--- config.mk ---
export PLATFORM = sky130hd
export DESIGN_NAME = sgc_back
export DESIGN_NICKNAME = d
export VERILOG_FILES = /design/src/sgc_pkg.sv /design/src/sgc_back.sv
export SDC_FILE = /design/constraint.sdc
export NUM_CORES = 1
export LEC_CHECK = 0
export BUFFER_PORTS_ARGS = -buffer_cell sky130_fd_sc_hd__buf_2
export CORE_MARGIN = 2
export CORE_UTILIZATION = 43
export DETAILED_ROUTE_END_ITERATION = 16
export GPL_ROUTABILITY_DRIVEN = 1
export HOLD_SLACK_MARGIN = 0.03
export PLACE_DENSITY = 0.77
export RECOVER_POWER = 50
export SYNTH_ARGS = -nofsm -noshare
export SYNTH_HDL_FRONTEND = slang
export SYNTH_SLANG_ARGS = --single-unit
--- constraint.sdc ---
create_clock -name clock -period 3.7 [get_ports clock]
set_input_delay 0.37 -clock clock [delete_from_list [all_inputs] [get_ports clock]]
set_output_delay 0.37 -clock clock [all_outputs]
set_load 0.01 [all_outputs]
--- src/sgc_pkg.sv ---
// ----------------------------------------------------------------------------
// sgc_pkg: shared definitions for the Sobel gradient clamp core
// Register indexes, widths, limits and the item type that travels through
// the queue between the front and back parts.
// ----------------------------------------------------------------------------
package sgc_pkg;

   // Field widths of the ports.
   localparam int PIXEL_W   = 8;
   localparam int COORD_W   = 10;
   localparam int SIZE_W    = 11;
   localparam int CSR_IDX_W = 2;

   // Default frame store limits.
   localparam int DEF_MAX_WIDTH  = 1024;
   localparam int DEF_MAX_HEIGHT = 1024;

   // Smallest usable frame size, and the first row/column that closes a window.
   localparam int MIN_SIZE   = 3;
   localparam int FIRST_FULL = 2;

   // Register reset values.
   localparam logic [SIZE_W-1:0] RESET_WIDTH  = SIZE_W'(640);
   localparam logic [SIZE_W-1:0] RESET_HEIGHT = SIZE_W'(480);

   // Register indexes.
   localparam logic [CSR_IDX_W-1:0] REG_IMAGE_WIDTH   = CSR_IDX_W'(0);
   localparam logic [CSR_IDX_W-1:0] REG_IMAGE_HEIGHT  = CSR_IDX_W'(1);
   localparam logic [CSR_IDX_W-1:0] REG_GRADIENT_MODE = CSR_IDX_W'(2);

   // Gradient mode codes.
   localparam logic MODE_GX = 1'b0;
   localparam logic MODE_GY = 1'b1;

   // Clamp ceiling of the result.
   localparam int GRAD_MAX = 255;

   // Entries in the queue between front and back.
   localparam int QUEUE_DEPTH = 4;
   localparam int LEVEL_W     = $clog2(QUEUE_DEPTH + 1);

   // One classified window: positive and negative weighted triples already
   // chosen by the gradient mode, the centre position and the end-of-frame flag.
   typedef struct packed {
      logic [PIXEL_W-1:0] pos_a;
      logic [PIXEL_W-1:0] pos_b;
      logic [PIXEL_W-1:0] pos_c;
      logic [PIXEL_W-1:0] neg_a;
      logic [PIXEL_W-1:0] neg_b;
      logic [PIXEL_W-1:0] neg_c;
      logic [COORD_W-1:0] center_col;
      logic [COORD_W-1:0] center_row;
      logic               frame_last;
   } sgc_item_type;

endpackage

--- src/sgc_back.sv ---
// ----------------------------------------------------------------------------
// sgc_back: gradient evaluation and result register
// Weighs the two triples 1,2,1, subtracts, clamps to 0..255 and holds the
// result until the downstream side takes it.
// ----------------------------------------------------------------------------
module sgc_back (
   input  logic                         clock,
   input  logic                         reset,
   input  sgc_pkg::sgc_item_type        head_item,
   input  logic                         empty,
   output logic                         pop,
   output logic                         rsp_valid,
   input  logic                         rsp_stall,
   output logic [sgc_pkg::PIXEL_W-1:0]  rsp_gradient,
   output logic [sgc_pkg::COORD_W-1:0]  rsp_center_col,
   output logic [sgc_pkg::COORD_W-1:0]  rsp_center_row,
   output logic                         rsp_frame_last
);
   import sgc_pkg::*;

   localparam int SUM_W = PIXEL_W + 2;

   logic               valid_ff;
   logic [PIXEL_W-1:0] grad_ff, grad_in;
   logic [COORD_W-1:0] col_ff, row_ff;
   logic               last_ff;
   logic [SUM_W-1:0]   pos_sum, neg_sum;
   logic signed [SUM_W:0] diff;

   // Take a new item whenever the result register is free or being drained.
   assign pop = !empty && (!valid_ff || !rsp_stall);

   // Weighted sums, difference and clamp.
   always_comb begin
      pos_sum = SUM_W'(head_item.pos_a) + {1'b0, head_item.pos_b, 1'b0} +
                SUM_W'(head_item.pos_c);
      neg_sum = SUM_W'(head_item.neg_a) + {1'b0, head_item.neg_b, 1'b0} +
                SUM_W'(head_item.neg_c);
      diff    = $signed({1'b0, pos_sum}) - $signed({1'b0, neg_sum});
      if (diff < 0) begin
         grad_in = '0;
      end else if (diff > (SUM_W + 1)'(GRAD_MAX)) begin
         grad_in = PIXEL_W'(GRAD_MAX);
      end else begin
         grad_in = diff[PIXEL_W-1:0];
      end
   end

   // Result valid.
   always_ff @(posedge clock) begin
      if (reset) begin
         valid_ff <= 1'b0;
      end else if (pop) begin
         valid_ff <= 1'b1;
      end else if (!rsp_stall) begin
         valid_ff <= 1'b0;
      end
   end

   // Result payload.
   always_ff @(posedge clock) begin
      if (pop) begin
         grad_ff <= grad_in;
         col_ff  <= head_item.center_col;
         row_ff  <= head_item.center_row;
         last_ff <= head_item.frame_last;
      end
   end

   assign rsp_valid      = valid_ff;
   assign rsp_gradient   = grad_ff;
   assign rsp_center_col = col_ff;
   assign rsp_center_row = row_ff;
   assign rsp_frame_last = last_ff;

endmodule

==> metrics.md <==
| Metric | Value |
|---|---|
| Placed instance count | 383 |
| CP Capture Type | register |
| Int Power | 1.23 mW |
| Pwr dens | 639 mW/mm^2 |
| First-pass GRT wire length | 7030 microns |
| Power Total | 2.02 mW |
| Sw Pwr | 0.783 mW |
| Final hold violation count | 0 |
| Warning count from the yosys run | 0 |
| Crit share post-route | 96.8% |
| RR Endpoint | rsp_center_row[0]$_DFFE_PP_ |
| DP Area | 0.00302 sq mm |
| Layout net count | 439 |
| Relative slew slack | 40.5% |
| Largest net degree at the start of global routing | 18 |
| Reg clk slew, reported paths | 60 ps |
| DP HPWL | 3560 microns |
| Crit Path Max Fanout | 8 |
| Reg-to-reg setup timing slack | 2000 ps |
| Max VDD drop | 0.312 mV |
| Worst Slack Setup Final | 117 ps |
| Max clock buf depth | 2 |
| Final wirelength | 4170 microns |
| Synth Area per Inst | 11.8 sq um |
| Top delay family on crit path | adder cells |
| Final ANT Viol Nets | 0 |
| Crit path arrival time | 3580 ps |
| Worst Path Buf+Inv | 4 |
| RR Startpoint | rsp_valid$_SDFFE_PP0P_ |
| Cell Rows | 26 |
| Max H-tree Level | 2 |
| Measured slew at the worst slew-check pin | 892 ps |
| Final core occ | 61.5% |
| Die X | 77.2 microns |
| TritonCTS clock tree | done |
| Final Skew | 4.47 ps |
| Leakage | 1.61 nW |
| CP startpoint kind | input pin |
| Main area contributors after synthesis | edfxtp_1 38%, fa_1 27%, inv_1 12%, ha_1 6.5%, a22oi_1 2.6% |
| Vias in the first global route | 1776 |
| Mapped Area | 0.00230 sq mm |
| Critical Path, Cell by Cell | buf_6 -> fa_1 -> fa_1 -> inv_2 -> fa_2 -> inv_2 -> ha_4 -> a211oi_4 -> o31ai_2 -> a311o_1 -> a211oi_4 -> buf_6 -> a22oi_1 |
| Ant. Diodes | 0 |
| # fillers | 429 |
| Initial antenna violation count | 0 |
| Hold Path Origin | reset |
| Hold path depth | 2 |
| Avg WL per Cell | 10.6 microns |
| Commonest non-fill, non-tap cell in the layout | buf_2 |
| Clk sink count | 30 |
| Cells after Synth | 196 |
| Post-route insts no fill | 393 |
| DR iter-0 viols | 45 |
| Die Y | 77.2 microns |
| Crit path kind | in -> reg |
| Crit-path max cell delay | 550 ps |
| Vias | 1722 |
| RSZ-0062 raised after global routing | true |
| Initial Utilization | 44.8% |
| TritonRoute pass-1 iters | 4 |
| Via density | 4.38 |
| GP Congestion | 0.799 |
| P&R area growth vs syn | 37.2% |
| Clock Power Share | 11.4% |
| IO buf count | 103 |
| Yosys cell types | 31 |
| CP Data Required Time | 3700 ps |
| Io pins | 104 |
| Worst slack, placed | -254 ps |
| Root Buffer | clkbuf_8 |
| Area leader, netlist | edfxtp_1 |
| Total of max-cap violations | 0 |
| Synthesized flop and latch total | 30 |
| Num CTS Buffers | 5 |
| CP max stage cell | fa_2 |
| Post-Syn Nets | 312 |
| Residual DRC | 0 |
| Gr usage total | 14.5% |
| Post-CTS Hold Fix Bufs | 0 |
| Clock Latency Late Sink | 270 ps |
| Finished Cell Area | 0.00316 sq mm |
| Logic pwr share | 65.5% |
| Hold Path Sink | rsp_valid$_SDFFE_PP0P_ |
| Area share of the largest cell type after synthesis | 37.8% |
| Highest clock rate | 279 MHz |
| Seq pwr share | 23.1% |
| HP Class | in -> reg |
| Sw frac | 38.8% |
| Most frequent cells in the layout | 83 x buf_2, 74 x inv_1, 30 x fa_1 |
| Max-slew violation count | 0 |
| Sequential area share after synthesis | 38.7% |
| Setup violators final | 0 |
| DIE AREA | 0.00596 sq mm |
| GRT overflow | 0 |
| Final min period | 3580 ps |
| Ratio of cells with drive above 1 in the final layout | 38.7% |
| Register-to-Register Path Depth | 2 |
| Status | completed |
| Core Region | 0.00514 sq mm |
==> cells in the mapped netlist <==
cell / count
inv_1: 76
fa_1: 31
edfxtp_1: 29
ha_1: 12
a22oi_1: 8
a21oi_1: 5
nand2b_1: 4
nand2_1: 3
nor2_1: 3
a311o_1: 2
xnor2_1: 2
xor2_1: 2
a211oi_1: 1
a211oi_2: 1
a211oi_4: 1
a21bo_1: 1
a21o_1: 1
a31oi_1: 1
buf_1: 1
buf_6: 1
dfxtp_1: 1
mux2i_1: 1
o21a_1: 1
o21ai_1: 1
o221ai_1: 1
o221ai_2: 1
o311ai_0: 1
o31ai_1: 1
o31ai_2: 1
or2b_1: 1
or4_1: 1
==> worst reg2reg max path, cell delays in order, from the launching register on <==
cell and delay [ps]:
dfxtp_1 330, a21oi_2 720, buf_4 350
==> through the flow <==
step                      hold slack (ps)  setup TNS (ps)
after floorplan                       439               0
after global placement                461           -1710
after detailed placement              472           -1950
after CTS                             242               0
after global routing                  250            -324
final                                 249               0
==> how the worst max path moves through the flow <==
stage	from	to	slack, ps	cells after the start
after global routing	head_item[37]	rsp_gradient[5]$_SDFFCE_PN0P_	-60	16
after detailed placement	head_item[39]	rsp_gradient[3]$_SDFFCE_PN0P_	-250	13
after floorplan	head_item[26]	rsp_gradient[7]$_SDFFCE_PN0P_	10	12
after global placement	head_item[39]	rsp_gradient[7]$_SDFFCE_PN0P_	-220	13
final	head_item[63]	rsp_gradient[7]$_SDFFCE_PN0P_	120	13
after CTS	head_item[39]	rsp_gradient[3]$_SDFFCE_PN0P_	10	13
==> power groups by stage <==
stage               clock (mW)  combinational, mW  sequential, mW
floorplan                    0              0.764           0.503
global placement             0               1.14           0.471
detailed placement           0               1.17           0.472
CTS                      0.235               1.17           0.465
global route             0.247               1.49           0.470
finish                   0.230               1.32           0.466
==> flip-flops by register name, indices dropped and copies added, names as in the netlist <==
register	cells
rsp_center_row	10
rsp_gradient	8
rsp_frame_last	1
rsp_center_col	10
rsp_valid	1
==> routing by layer <==
metal	track usage (%)	wire length, microns
met1	15.4	1530
met2	27.7	2380
met4	6.25	74
met5	0	0
met3	2.47	193
==> cell families (layout without fill, tap and decap cells) <==
family | Yosys count | after routing | synth area share, %
AOI/OAI and AO/OA | 28 | 28 | 10.2
xor gates and xnor gates | 4 | 4 | 1.52
adders and majority gates | 43 | 43 | 33.5
buffers and inverters | 78 | 205 | 13.0
DFF | 30 | 30 | 38.7
muxes | 1 | 1 | 0.435
and+or+nand+nor | 12 | 12 | 2.72
==> repair_timing <==
action	4_1_cts	5_1_grt
setup endpoints to repair	0	8
resized for setup	0	14
setup buffers	0	3
==> final cells by class <==
| class | instances | area, sq um | share of cell area, % |
|---|---|---|---|
| Tap cell | 70 | 87.6 | 2.77 |
| Multi-Input combinational cell | 88 | 1170 | 37.1 |
| Inverter | 76 | 285 | 9.03 |
| Clock buffer | 5 | 68.8 | 2.18 |
| Timing Repair Buffer | 122 | 644 | 20.4 |
| Clock inverter | 2 | 10.0 | 0.317 |
| Sequential cell | 30 | 891 | 28.2 |
Note: power is estimated with default switching activity, not from simulation.
