**config.mk**
```make
export PLATFORM = sky130hd
export DESIGN_NAME = sgc_queue
export DESIGN_NICKNAME = d
export VERILOG_FILES = /design/src/sgc_pkg.sv /design/src/sgc_queue.sv
export SDC_FILE = /design/constraint.sdc
export NUM_CORES = 1
export LEC_CHECK = 0
export ABC_CLOCK_PERIOD_IN_PS = 3550
export BUFFER_PORTS_ARGS = -buffer_cell sky130_fd_sc_hd__clkbuf_2
export CAP_MARGIN = 20
export CORE_MARGIN = 2
export CORE_UTILIZATION = 35
export DETAILED_ROUTE_END_ITERATION = 7
export GPL_ROUTABILITY_DRIVEN = 0
export RECOVER_POWER = 25
export SYNTH_ARGS = -nofsm -noshare
export SYNTH_HDL_FRONTEND = slang
export SYNTH_SLANG_ARGS = --single-unit
```
**constraint.sdc**
```tcl
create_clock -name clock -period 3.55 [get_ports clock]
set_input_delay 0.355 -clock clock [delete_from_list [all_inputs] [get_ports clock]]
set_output_delay 0.355 -clock clock [all_outputs]
set_load 0.02 [all_outputs]
```
**src/sgc_pkg.sv**
```systemverilog
// ----------------------------------------------------------------------------
// sgc_pkg: shared definitions for the Sobel gradient clamp core
// Register indexes, widths, limits and the item type that travels through
// the queue between the front and back parts.
// ----------------------------------------------------------------------------
package sgc_pkg;

   // Field widths of the ports.
   localparam int PIXEL_W   = 8;
   localparam int COORD_W   = 10;
   localparam int SIZE_W    = 11;
   localparam int CSR_IDX_W = 2;

   // Default frame store limits.
   localparam int DEF_MAX_WIDTH  = 1024;
   localparam int DEF_MAX_HEIGHT = 1024;

   // Smallest usable frame size, and the first row/column that closes a window.
   localparam int MIN_SIZE   = 3;
   localparam int FIRST_FULL = 2;

   // Register reset values.
   localparam logic [SIZE_W-1:0] RESET_WIDTH  = SIZE_W'(640);
   localparam logic [SIZE_W-1:0] RESET_HEIGHT = SIZE_W'(480);

   // Register indexes.
   localparam logic [CSR_IDX_W-1:0] REG_IMAGE_WIDTH   = CSR_IDX_W'(0);
   localparam logic [CSR_IDX_W-1:0] REG_IMAGE_HEIGHT  = CSR_IDX_W'(1);
   localparam logic [CSR_IDX_W-1:0] REG_GRADIENT_MODE = CSR_IDX_W'(2);

   // Gradient mode codes.
   localparam logic MODE_GX = 1'b0;
   localparam logic MODE_GY = 1'b1;

   // Clamp ceiling of the result.
   localparam int GRAD_MAX = 255;

   // Entries in the queue between front and back.
   localparam int QUEUE_DEPTH = 4;
   localparam int LEVEL_W     = $clog2(QUEUE_DEPTH + 1);

   // One classified window: positive and negative weighted triples already
   // chosen by the gradient mode, the centre position and the end-of-frame flag.
   typedef struct packed {
      logic [PIXEL_W-1:0] pos_a;
      logic [PIXEL_W-1:0] pos_b;
      logic [PIXEL_W-1:0] pos_c;
      logic [PIXEL_W-1:0] neg_a;
      logic [PIXEL_W-1:0] neg_b;
      logic [PIXEL_W-1:0] neg_c;
      logic [COORD_W-1:0] center_col;
      logic [COORD_W-1:0] center_row;
      logic               frame_last;
   } sgc_item_type;

endpackage

```
**src/sgc_queue.sv**
```systemverilog
// ----------------------------------------------------------------------------
// sgc_queue: short queue between the front and back parts
// Holds classified windows so that intake and result delivery stall apart.
// ----------------------------------------------------------------------------
module sgc_queue (
   input  logic                        clock,
   input  logic                        reset,
   input  logic                        push,
   input  sgc_pkg::sgc_item_type       push_item,
   input  logic                        pop,
   output sgc_pkg::sgc_item_type       head_item,
   output logic                        empty,
   output logic [sgc_pkg::LEVEL_W-1:0] level
);
   import sgc_pkg::*;

   localparam int PTR_W = $clog2(QUEUE_DEPTH);

   sgc_item_type       slot_ff [QUEUE_DEPTH];
   logic [PTR_W-1:0]   wr_ptr_ff, wr_ptr_in;
   logic [PTR_W-1:0]   rd_ptr_ff, rd_ptr_in;
   logic [LEVEL_W-1:0] count_ff, count_in;

   assign empty     = (count_ff == '0);
   assign level     = count_ff;
   assign head_item = slot_ff[rd_ptr_ff];

   // Pointer and fill count updates.
   always_comb begin
      wr_ptr_in = wr_ptr_ff;
      rd_ptr_in = rd_ptr_ff;
      count_in  = count_ff;
      if (push) begin
         wr_ptr_in = (wr_ptr_ff == PTR_W'(QUEUE_DEPTH - 1)) ? '0 : wr_ptr_ff + PTR_W'(1);
      end
      if (pop) begin
         rd_ptr_in = (rd_ptr_ff == PTR_W'(QUEUE_DEPTH - 1)) ? '0 : rd_ptr_ff + PTR_W'(1);
      end
      if (push && !pop) begin
         count_in = count_ff + LEVEL_W'(1);
      end else if (pop && !push) begin
         count_in = count_ff - LEVEL_W'(1);
      end
   end

   always_ff @(posedge clock) begin
      if (reset) begin
         wr_ptr_ff <= '0;
         rd_ptr_ff <= '0;
         count_ff  <= '0;
      end else begin
         wr_ptr_ff <= wr_ptr_in;
         rd_ptr_ff <= rd_ptr_in;
         count_ff  <= count_in;
      end
   end

   // Entry storage.
   always_ff @(posedge clock) begin
      if (push) begin
         slot_ff[wr_ptr_ff] <= push_item;
      end
   end

endmodule

```
==> impl_metrics.yaml, run 1 <==
cts:
  clkTransAtPathRegs_ns: 0.06
  clk_root_buffer_cell: "clkbuf_16"
  cts_htree_levels: 1
  ctsResizeCount: 0
  clk_latency_ns: 0.55
  cts_buffer_depth: 3
  cts_setup_buffers: 0
  ctsHoldBuffers: 2
  clock-sinks: 285
  numCtsBuffers: 30
  cts_tree: "yes"
final_layout:
  antenna_cells: 0
  area_delta_synth_final_pct: 20.7
  drive_above_1_share_pct: 38.5
  design_area_sq_mm: 0.0126
  final_util_pct: 42.6
  nNetsFinal: 655
routing:
  postRouteAntennaNets: 0
  dr.first_iter.drc_count: 253
  first_pass_iters: 4
  routed_wl_um: 19200
  num_vias: 4698
  drc_errors: 0
  viasPerCell: 4.76
  wire_per_inst_um: 19.4
sta:
  fin_crit_sh_pct: 75.4
  fin_skew_ns: 0.0169
  worst_pin_slew_ns: 1.06
  finalSetupTns_ns: 0
  max_freq_ghz: 0.374
  hold_viol: 0
  relSlewSlack_pct: 29.4
  rsz0062_at_grt: "no"
  period_needed_ns: 2.68
  finalSetupViolCount: 0
  drv_slew: 0
floorplan:
  ioPinCount: 146
  die_area_sq_mm: 0.0311
  std_cell_rows: 63
  die_h_um: 176
  start_util_pct: 35.3
  coreArea_sq_mm: 0.0295
  die_x_um: 176
global_route:
  gr-total-overflow: 0
  grt_usage_pct: 12.1
  grt_max_degree: 70
  antenna_found_initial: 1
  grt_pass1_wl_um: 28800
  grt_pass1_vias: 5110
yosys:
  synth_cells: 404
  yosys-top-cells-area: "edfxtp_1 80%, mux4_2 15%, dfxtp_1 1.7%"
  yosysWarnings: 0
  syn-num-nets: 484
  synth_area_leader_cell: "edfxtp_1"
  avgSynthCellArea_sq_um: 25.7
  synth_top_area_share_pct: 79.7
  synth-seq-area-share_pct: 81.4
  ys_ff_latch: 285
  yosysUniqueCellTypes: 20
  synth_area_sq_mm: 0.0104
worst_setup_path:
  critPathRequiredTime_ns: 3.19
  cp-end-kind: "output pin"
  cp_max_fo: 21
  start_kind: "flop"
  crit_arrival_ns: 2.32
  crit_type: "reg -> out"
power_and_ir_drop:
  ir_drop_uv: 413
  seq_power_share_pct: 51.4
  switching_share_pct: 22.2
  p_clk_share_pct: 39.6
  comb_power_share_pct: 9.0
  p_leak_nw: 4.15
  p_sw_w: 0.00169
  p_int_w: 0.00593
  power.density_mw_per_mm2: 608
min_path:
  hp-class: "in -> reg"
flow_run:
  max_cap_violations: 0
outcome:
  outcome: "finished, final reports clean"
placement:
  post-dp-hpwl_um: 11000
  portBuffers: 145
  place_area_sq_mm: 0.0116
-- placed cells by master, fill, tap and decap left out, drive strengths merged --
cell,netlist,layout
a21oi,2,2
and2,4,4
buf,11,8
bufinv,0,3
clkbuf,5,180
clkinv,0,15
clkinvlp,0,2
dfxtp,9,9
dlygate4sd3,0,2
edfxtp,276,276
fa,1,1
ha,6,6
inv,4,4
mux2i,4,4
mux4,69,69
nor2,7,7
nor3,1,1
nor3b,1,1
o21ai,1,1
or3,1,1
xor2,2,2
-- synth_stat cells (all sizes together) --
cell,count
nor3b,1
and2,4
mux4,69
dfxtp,9
xor2,2
edfxtp,276
nor2,7
a21oi,2
nor3,1
inv,4
ha,6
o21ai,1
mux2i,4
clkbuf,5
fa,1
or3,1
buf,11
-- per-layer routing --
layer	wire, um	track usage (%)	vias to the layer above	part of all wire [%]
met2	9330	20.1	126	49
met1	8190	15.7	2461	43
met4	399	3.68	2	2.1
met3	1230	3.08	35	6.4
met5	13	0	-	0.068
li1	-	-	2074	-
-- logic make-up (layout without fill, tap and decap cells) --
kind of cell | count (synthesis) | after routing | synth area share (%)
muxes | 73 | 73 | 15.3
and+or+nand+nor | 14 | 14 | 0.674
buffers and inverters | 20 | 214 | 1.35
AOI/OAI and AO/OA | 3 | 3 | 0.144
DFF | 285 | 285 | 81.4
adders and majority gates | 7 | 7 | 0.914
xor gates and xnor gates | 2 | 2 | 0.168
-- final timing paths --
path              depth (start not counted)              to           from  slack, ns
setup / recovery                          3   head_item[49]           flop       0.87
setup reg to reg                          3   slot_ff[3][2]   wr_ptr_ff[0]       1.55
hold / removal                            1  slot_ff[2][37]  push_item[37]       0.03
hold reg to reg                           2            flop   rd_ptr_ff[1]       0.53
-- critical path, stage by stage, from the launching register on --
cell and delay, ns:
dfxtp_4 0.55, buf_4 0.46, mux4_2 0.57, clkbuf_2 0.17
-- through the flow --
| step | worst slack (ns) | hold WS (ns) | std cells | total power, W |
|---|---|---|---|---|
| floorplan | 0.950 | 0.424 | 404 | 0.00442 |
| global placement | 1.41 | 0.485 | 929 | 0.00467 |
| detailed placement | 1.38 | 0.530 | 929 | 0.00469 |
| CTS | 0.781 | 0.0000407 | 986 | 0.00772 |
| global route | 0.715 | 0.0284 | 988 | 0.00791 |
| finish | 0.874 | 0.0309 | 988 | 0.00763 |
-- sequential cells by signal (all words and copies together), names as in the netlist, named ones only --
signal     flops
slot_ff      276
rd_ptr_ff      2
wr_ptr_ff      2
level          3
-- power by group through the flow --
stage	Combinational [W]	Clock (W)	Sequential (W)
floorplan	0.000459	0	0.00397
CTS	0.000698	0.00309	0.00393
finish	0.000685	0.00302	0.00392
global route	0.000741	0.00323	0.00394
detailed placement	0.000694	0	0.00400
global placement	0.000679	0	0.00399
-- area by class of cell --
cell class / count / area (sq um)
Fill cell: 2615 / 16900
Sequential cell: 285 / 8480
Multi-Input combinational cell: 99 / 1800
Timing Repair Buffer: 155 / 807
Clock buffer: 35 / 791
Tap cell: 390 / 488
Clock inverter: 20 / 174
Inverter: 4 / 15.0
Power figures use the tool's default switching activity.
==> run 2: changes to the inputs <==
ABC_AREA = 1   (was default)
ABC_CLOCK_PERIOD_IN_PS = 2800   (was 3550)
clock period = 2.8 ns   (was 3.55 ns; I/O delays follow)
==> run 2 against run 1 <==
Compared with the run above: wire length is 23% higher; via count is 41% higher; setup slack worse by 0.51 ns; non-clock buffer count is 78 higher; critical path depth is 2 higher; sequential power is 26% higher; critical endpoint is now head_item[53]; largest cell class unchanged.
==> impl_metrics.yaml, run 2 <==
outcome:
  outcome: "finished, final reports clean"
yosys:
  synth_ff_type: "edfxtp_1"
  synth_common_cells: "276 x edfxtp_1, 146 x nor2_1, 89 x o21ai_0"
  yosys-top-cells-area: "edfxtp_1 78%, nor2_1 5.1%, o21ai_0 4.2%"
  synth.most_common_cell: "edfxtp_1"
  syn-num-nets: 805
  synth_top_family_by_area: "compound AO/OA/AOI/OAI gates"
  synth_cells: 725
  yosysWarnings: 0
  synth_compound_area_share_pct: 10.8
  synth-edff-count: 276
  async_reset_ff_share_pct: 0
  synth_area_sq_mm: 0.0107
  yosys.area_share.simple_pct: 5.65
  synth_area_leader_cell: "edfxtp_1"
  synth_top_area_share_pct: 77.5
  synth.area.mux_share_pct: 0
  ys_ff_latch: 285
  synth-xor-area-share_pct: 0.0819
  synth-seq-area-share_pct: 79.2
  avgSynthCellArea_sq_um: 14.7
  synth_fa_ha_area_share_pct: 0.890
  yosysUniqueCellTypes: 23
power_and_ir_drop:
  p_leak_nw: 4.68
  power.density_mw_per_mm2: 728
  ir_drop_uv: 373
routing:
  num_vias: 6647
  first_pass_iters: 4
  drc_errors: 0
  wire_per_inst_um: 17.3
  postRouteAntennaNets: 0
  dr.first_iter.drc_count: 501
  routed_wl_um: 23600
  viasPerCell: 4.89
worst_setup_path:
  reg2reg_from: "wr_ptr_ff[0]"
  r2r_end: "slot_ff[2][51]"
  cp-end-kind: "output pin"
  crit_arrival_ns: 2.16
  start_kind: "flop"
  critPathRequiredTime_ns: 2.52
  cp_max_fo: 45
  crit_type: "reg -> out"
  crit_path_end: "head_item[53]"
  r2r_cells: 5
  rrSetupSlack_ns: 0.95
floorplan:
  die_x_um: 179
  coreArea_sq_mm: 0.0299
  std_cell_rows: 63
  die_h_um: 179
  start_util_pct: 35.8
  ioPinCount: 146
  die_area_sq_mm: 0.0320
sta:
  fin_crit_sh_pct: 87.1
  max_freq_ghz: 0.410
  worst_pin_slew_ns: 0.626
  finalSetupViolCount: 0
  period_needed_ns: 2.44
  fin_skew_ns: 0.0153
  hold_viol: 0
  rsz0062_at_grt: "no"
  finalSetupTns_ns: 0
  drv_slew: 0
  relSlewSlack_pct: 58.3
cts:
  clk_latency_ns: 0.54
  cts_htree_levels: 1
  clock-sinks: 285
  cts_tree: "yes"
  cts_setup_buffers: 0
  clkTransAtPathRegs_ns: 0.06
  cts_buffer_depth: 3
  numCtsBuffers: 30
  clk_root_buffer_cell: "clkbuf_16"
flow_run:
  max_cap_violations: 0
global_route:
  grt_pass1_vias: 6596
  grt_pass1_wl_um: 36600
  grt_max_degree: 139
  gr-total-overflow: 0
  antenna_found_initial: 1
  grt_usage_pct: 14.7
final_layout:
  design_area_sq_mm: 0.0134
  final_cells: 1359
  area_delta_synth_final_pct: 25.5
  drive_above_1_share_pct: 17.1
  layout_commonest_cell: "edfxtp_1"
  final_cell_mix: "276 x edfxtp_1, 146 x nor2_1, 101 x clkbuf_2, 89 x o21ai_0, 70 x dlygate4sd3_1"
  largest-register: "slot_ff"
  nNetsFinal: 1026
  fill_cells: 2686
  largest_register_ffs: 276
placement:
  portBuffers: 145
  dp.cells: 1234
  place_area_sq_mm: 0.0118
  post-dp-hpwl_um: 13200
min_path:
  hp-class: "in -> reg"
## run 2: cell types whose count changed in the layout (fill, tap and decap cells not counted), sizes merged, moves of 8 or more
cell / delta
o22ai: +69
nor2: +139
dlygate4sd3: +68
mux4: -69
buf: +10
nand2: +8
o21ai: +140
inv: +8
## run 2: layout make-up
type                       instances  area (sq um)  share of cell area, %
clock buffer                      37           798                   5.95
multi-input combinational        380          1860                   13.9
inverter                          16          67.6                  0.504
timing repair buffer             233          1590                   11.9
tap                              390           488                   3.64
clock inverter                    17           128                  0.952
antenna                            1          2.50                 0.0187
sequential                       285          8470                   63.2
## run 2: cell families (layout without fill, tap and decap cells)
| kind of cell | Yosys count | after routing |
|---|---|---|
| flops | 285 | 285 |
| compound gates | 213 | 213 |
| simple gates | 159 | 159 |
| buf+inv | 60 | 303 |
| fa+ha+maj | 7 | 7 |
| xor+xnor | 1 | 1 |
| other cells | 0 | 1 |
## run 2: power breakdown
part,switching (W),internal (W)
Combinational,0.000751,0.000372
Clock,0.00154,0.00219
Sequential,0.0000487,0.00487
Total,0.00234,0.00743
## run 2: timing repair
item                                   CTS  global route
resized for setup                        0             0
hold buffers                            70             0
endpoints found under the hold margin  280             0
## run 2: routing by layer
layer	up-vias	routed length, um	global-route usage [%]
met2	171	10900	23.3
met4	0	400	3.90
li1	3178	-	-
met5	-	0	0
met1	3264	10900	20.6
met3	34	1380	3.10
## run 2: metrics by stage
step / utilization (%) / worst slack (ns) / hold WS [ns] / power, W
global placement: 39.6 / 0.885 / 0.499 / 0.00607
floorplan: - / 0.447 / 0.352 / 0.00567
global route: 44.9 / 0.217 / 0.0785 / 0.0102
detailed placement: 39.6 / 0.878 / 0.501 / 0.00608
CTS: 45.1 / 0.295 / 0.0289 / 0.00991
finish: 44.9 / 0.361 / 0.0630 / 0.00977
## run 2: worst min path at each step
stage,startpoint,end,slack (ns),cells past startpoint
floorplan,reset,level[0],0.35,1
global placement,push_item[23],slot_ff[0][23],0.50,1
detailed placement,push_item[54],slot_ff[0][54],0.50,1
CTS,pop,flop,0.03,3
global route,pop,flop,0.08,4
finish,pop,flop,0.06,3
## run 2: critical path: stages (launching register included)
cell and delay [ns]:
dfxtp_4 0.36, inv_4 0.39, buf_12 0.28, o21ai_0 0.11, o22ai_1 0.23, clkbuf_2 0.22
==> run 3: changes to the inputs <==
CELL_PAD_IN_SITES_DETAIL_PLACEMENT = 1   (was default)
CELL_PAD_IN_SITES_GLOBAL_PLACEMENT = 1   (was default)
PLACE_DENSITY_LB_ADDON = 0.1   (was default)
==> run 3 against run 2 <==
Compared with the run above: largest power group unchanged; cell count increased by 0.29%; core utilization increased by 0.43 points; sequential share of layout area decreased by 0.60 points.
==> impl_metrics.yaml, run 3 (synthesis gave the netlist of run 2 again) <==
sta:
  max_freq_ghz: 0.398
  fin_crit_sh_pct: 89.7
  fin_skew_ns: 0.00817
  worst_pin_slew_ns: 0.617
  rsz0062_at_grt: "no"
  drv_slew: 0
  fin_ws_ns: 0.288
  hold_viol: 0
  finalSetupViolCount: 0
  relSlewSlack_pct: 58.9
  finalSetupTns_ns: 0
  period_needed_ns: 2.51
final_layout:
  drive_above_1_share_pct: 18.2
  layout_commonest_cell: "edfxtp_1"
  design_area_sq_mm: 0.0135
  area_delta_synth_final_pct: 26.6
  largest_register_ffs: 276
  nNetsFinal: 1028
  largest-register: "slot_ff"
  final_cell_mix: "276 x edfxtp_1, 146 x nor2_1, 104 x clkbuf_2, 89 x o21ai_0, 70 x dlygate4sd3_1"
routing:
  drc_errors: 0
  dr.first_iter.drc_count: 299
  num_vias: 6754
  wire_per_inst_um: 19.5
  postRouteAntennaNets: 0
  first_pass_iters: 4
  viasPerCell: 4.96
  routed_wl_um: 26600
placement:
  pre_cts_slack_ns: 0.844
  portBuffers: 145
  post-dp-hpwl_um: 15700
  place_area_sq_mm: 0.0119
cts:
  cts_htree_levels: 1
  clk_root_buffer_cell: "clkbuf_16"
  numCtsBuffers: 31
  clkTransAtPathRegs_ns: 0.06
  cts_buffer_depth: 3
  clock-sinks: 285
  clk_latency_ns: 0.54
  cts_setup_buffers: 0
  cts_tree: "yes"
  ctsHoldBuffers: 70
  ctsResizeCount: 0
worst_setup_path:
  rrSetupSlack_ns: 0.93
  critPathRequiredTime_ns: 2.52
  cp-end-kind: "output pin"
  max_stage_delay_ns: 0.39
  r2r_cells: 5
  crit_arrival_ns: 2.23
  cp_slowest_cell: "inv_4"
  start_kind: "flop"
  cp_max_fo: 44
  path_cells: "inv_4, buf_4, nor2_1, o22ai_1, clkbuf_2"
  path_buf_inv: 3
  reg2reg_from: "wr_ptr_ff[0]"
  crit_path_end: "head_item[1]"
  crit_cells: 5
  r2r_end: "slot_ff[0][31]"
  critPathTopFamily: "buffers and inverters"
  crit_type: "reg -> out"
floorplan:
  die_h_um: 179
  die_x_um: 179
  ioPinCount: 146
  die_area_sq_mm: 0.0320
  std_cell_rows: 63
  coreArea_sq_mm: 0.0299
  start_util_pct: 35.8
power_and_ir_drop:
  ir_drop_uv: 477
  total_power_w: 0.0101
  p_leak_nw: 4.74
  power.density_mw_per_mm2: 749
global_route:
  antenna_found_initial: 1
  grt_usage_pct: 16.7
  grt_pass1_vias: 7346
  grt_max_degree: 139
  gr-total-overflow: 0
  grt_pass1_wl_um: 40900
min_path:
  hp-class: "in -> reg"
  hp-start: "pop"
flow_run:
  max_cap_violations: 0
outcome:
  outcome: "finished, final reports clean"
==> run 3: worst register-to-register path, stage by stage, from the launching register on <==
cell and delay, ns:
dfxtp_1 0.40, inv_1 0.08, ha_1 0.19, nand2_1 0.09, clkinv_2 0.42, buf_4 0.42
==> run 3: metrics by stage <==
step / utilization, % / hold WS [ns] / std cells
finish: 45.3 / 0.0643 / 1363
global route: 45.3 / 0.0925 / 1363
CTS: 45.5 / 0.0337 / 1362
detailed placement: 39.7 / 0.500 / 1235
global placement: 39.7 / 0.494 / 1235
floorplan: - / 0.352 / 725
==> run 3: per-layer routing <==
layer	GRT usage (%)	routed length, um
met4	4.27	609
met1	21.3	11700
met5	0	0
met2	29.5	13200
met3	2.93	1110
==> run 3: layout make-up <==
type | count | area, sq um
antenna | 1 | 2.50
clock buffer | 39 | 846
clock inverter | 18 | 184
fill | 3043 | 16300
inverter | 16 | 67.6
multi-input combinational | 380 | 1860
sequential | 285 | 8470
tap | 390 | 488
timing repair buffer | 234 | 1620
==> run 3: worst min path at each step <==
stage                                 to  depth (start not counted)
final                               flop                          3
after floorplan                 level[0]                          1
after CTS                           flop                          3
after global placement    slot_ff[0][64]                          1
after detailed placement  slot_ff[0][29]                          1
after global routing                flop                          4
==> run 3: where the power goes <==
group | switching (W) | leakage, nW | internal, W
sequential | 0.0000523 | 2.61 | 0.00487
clock | 0.00157 | 0.507 | 0.00248
combinational | 0.000787 | 1.62 | 0.000374
total | 0.00241 | 4.74 | 0.00773
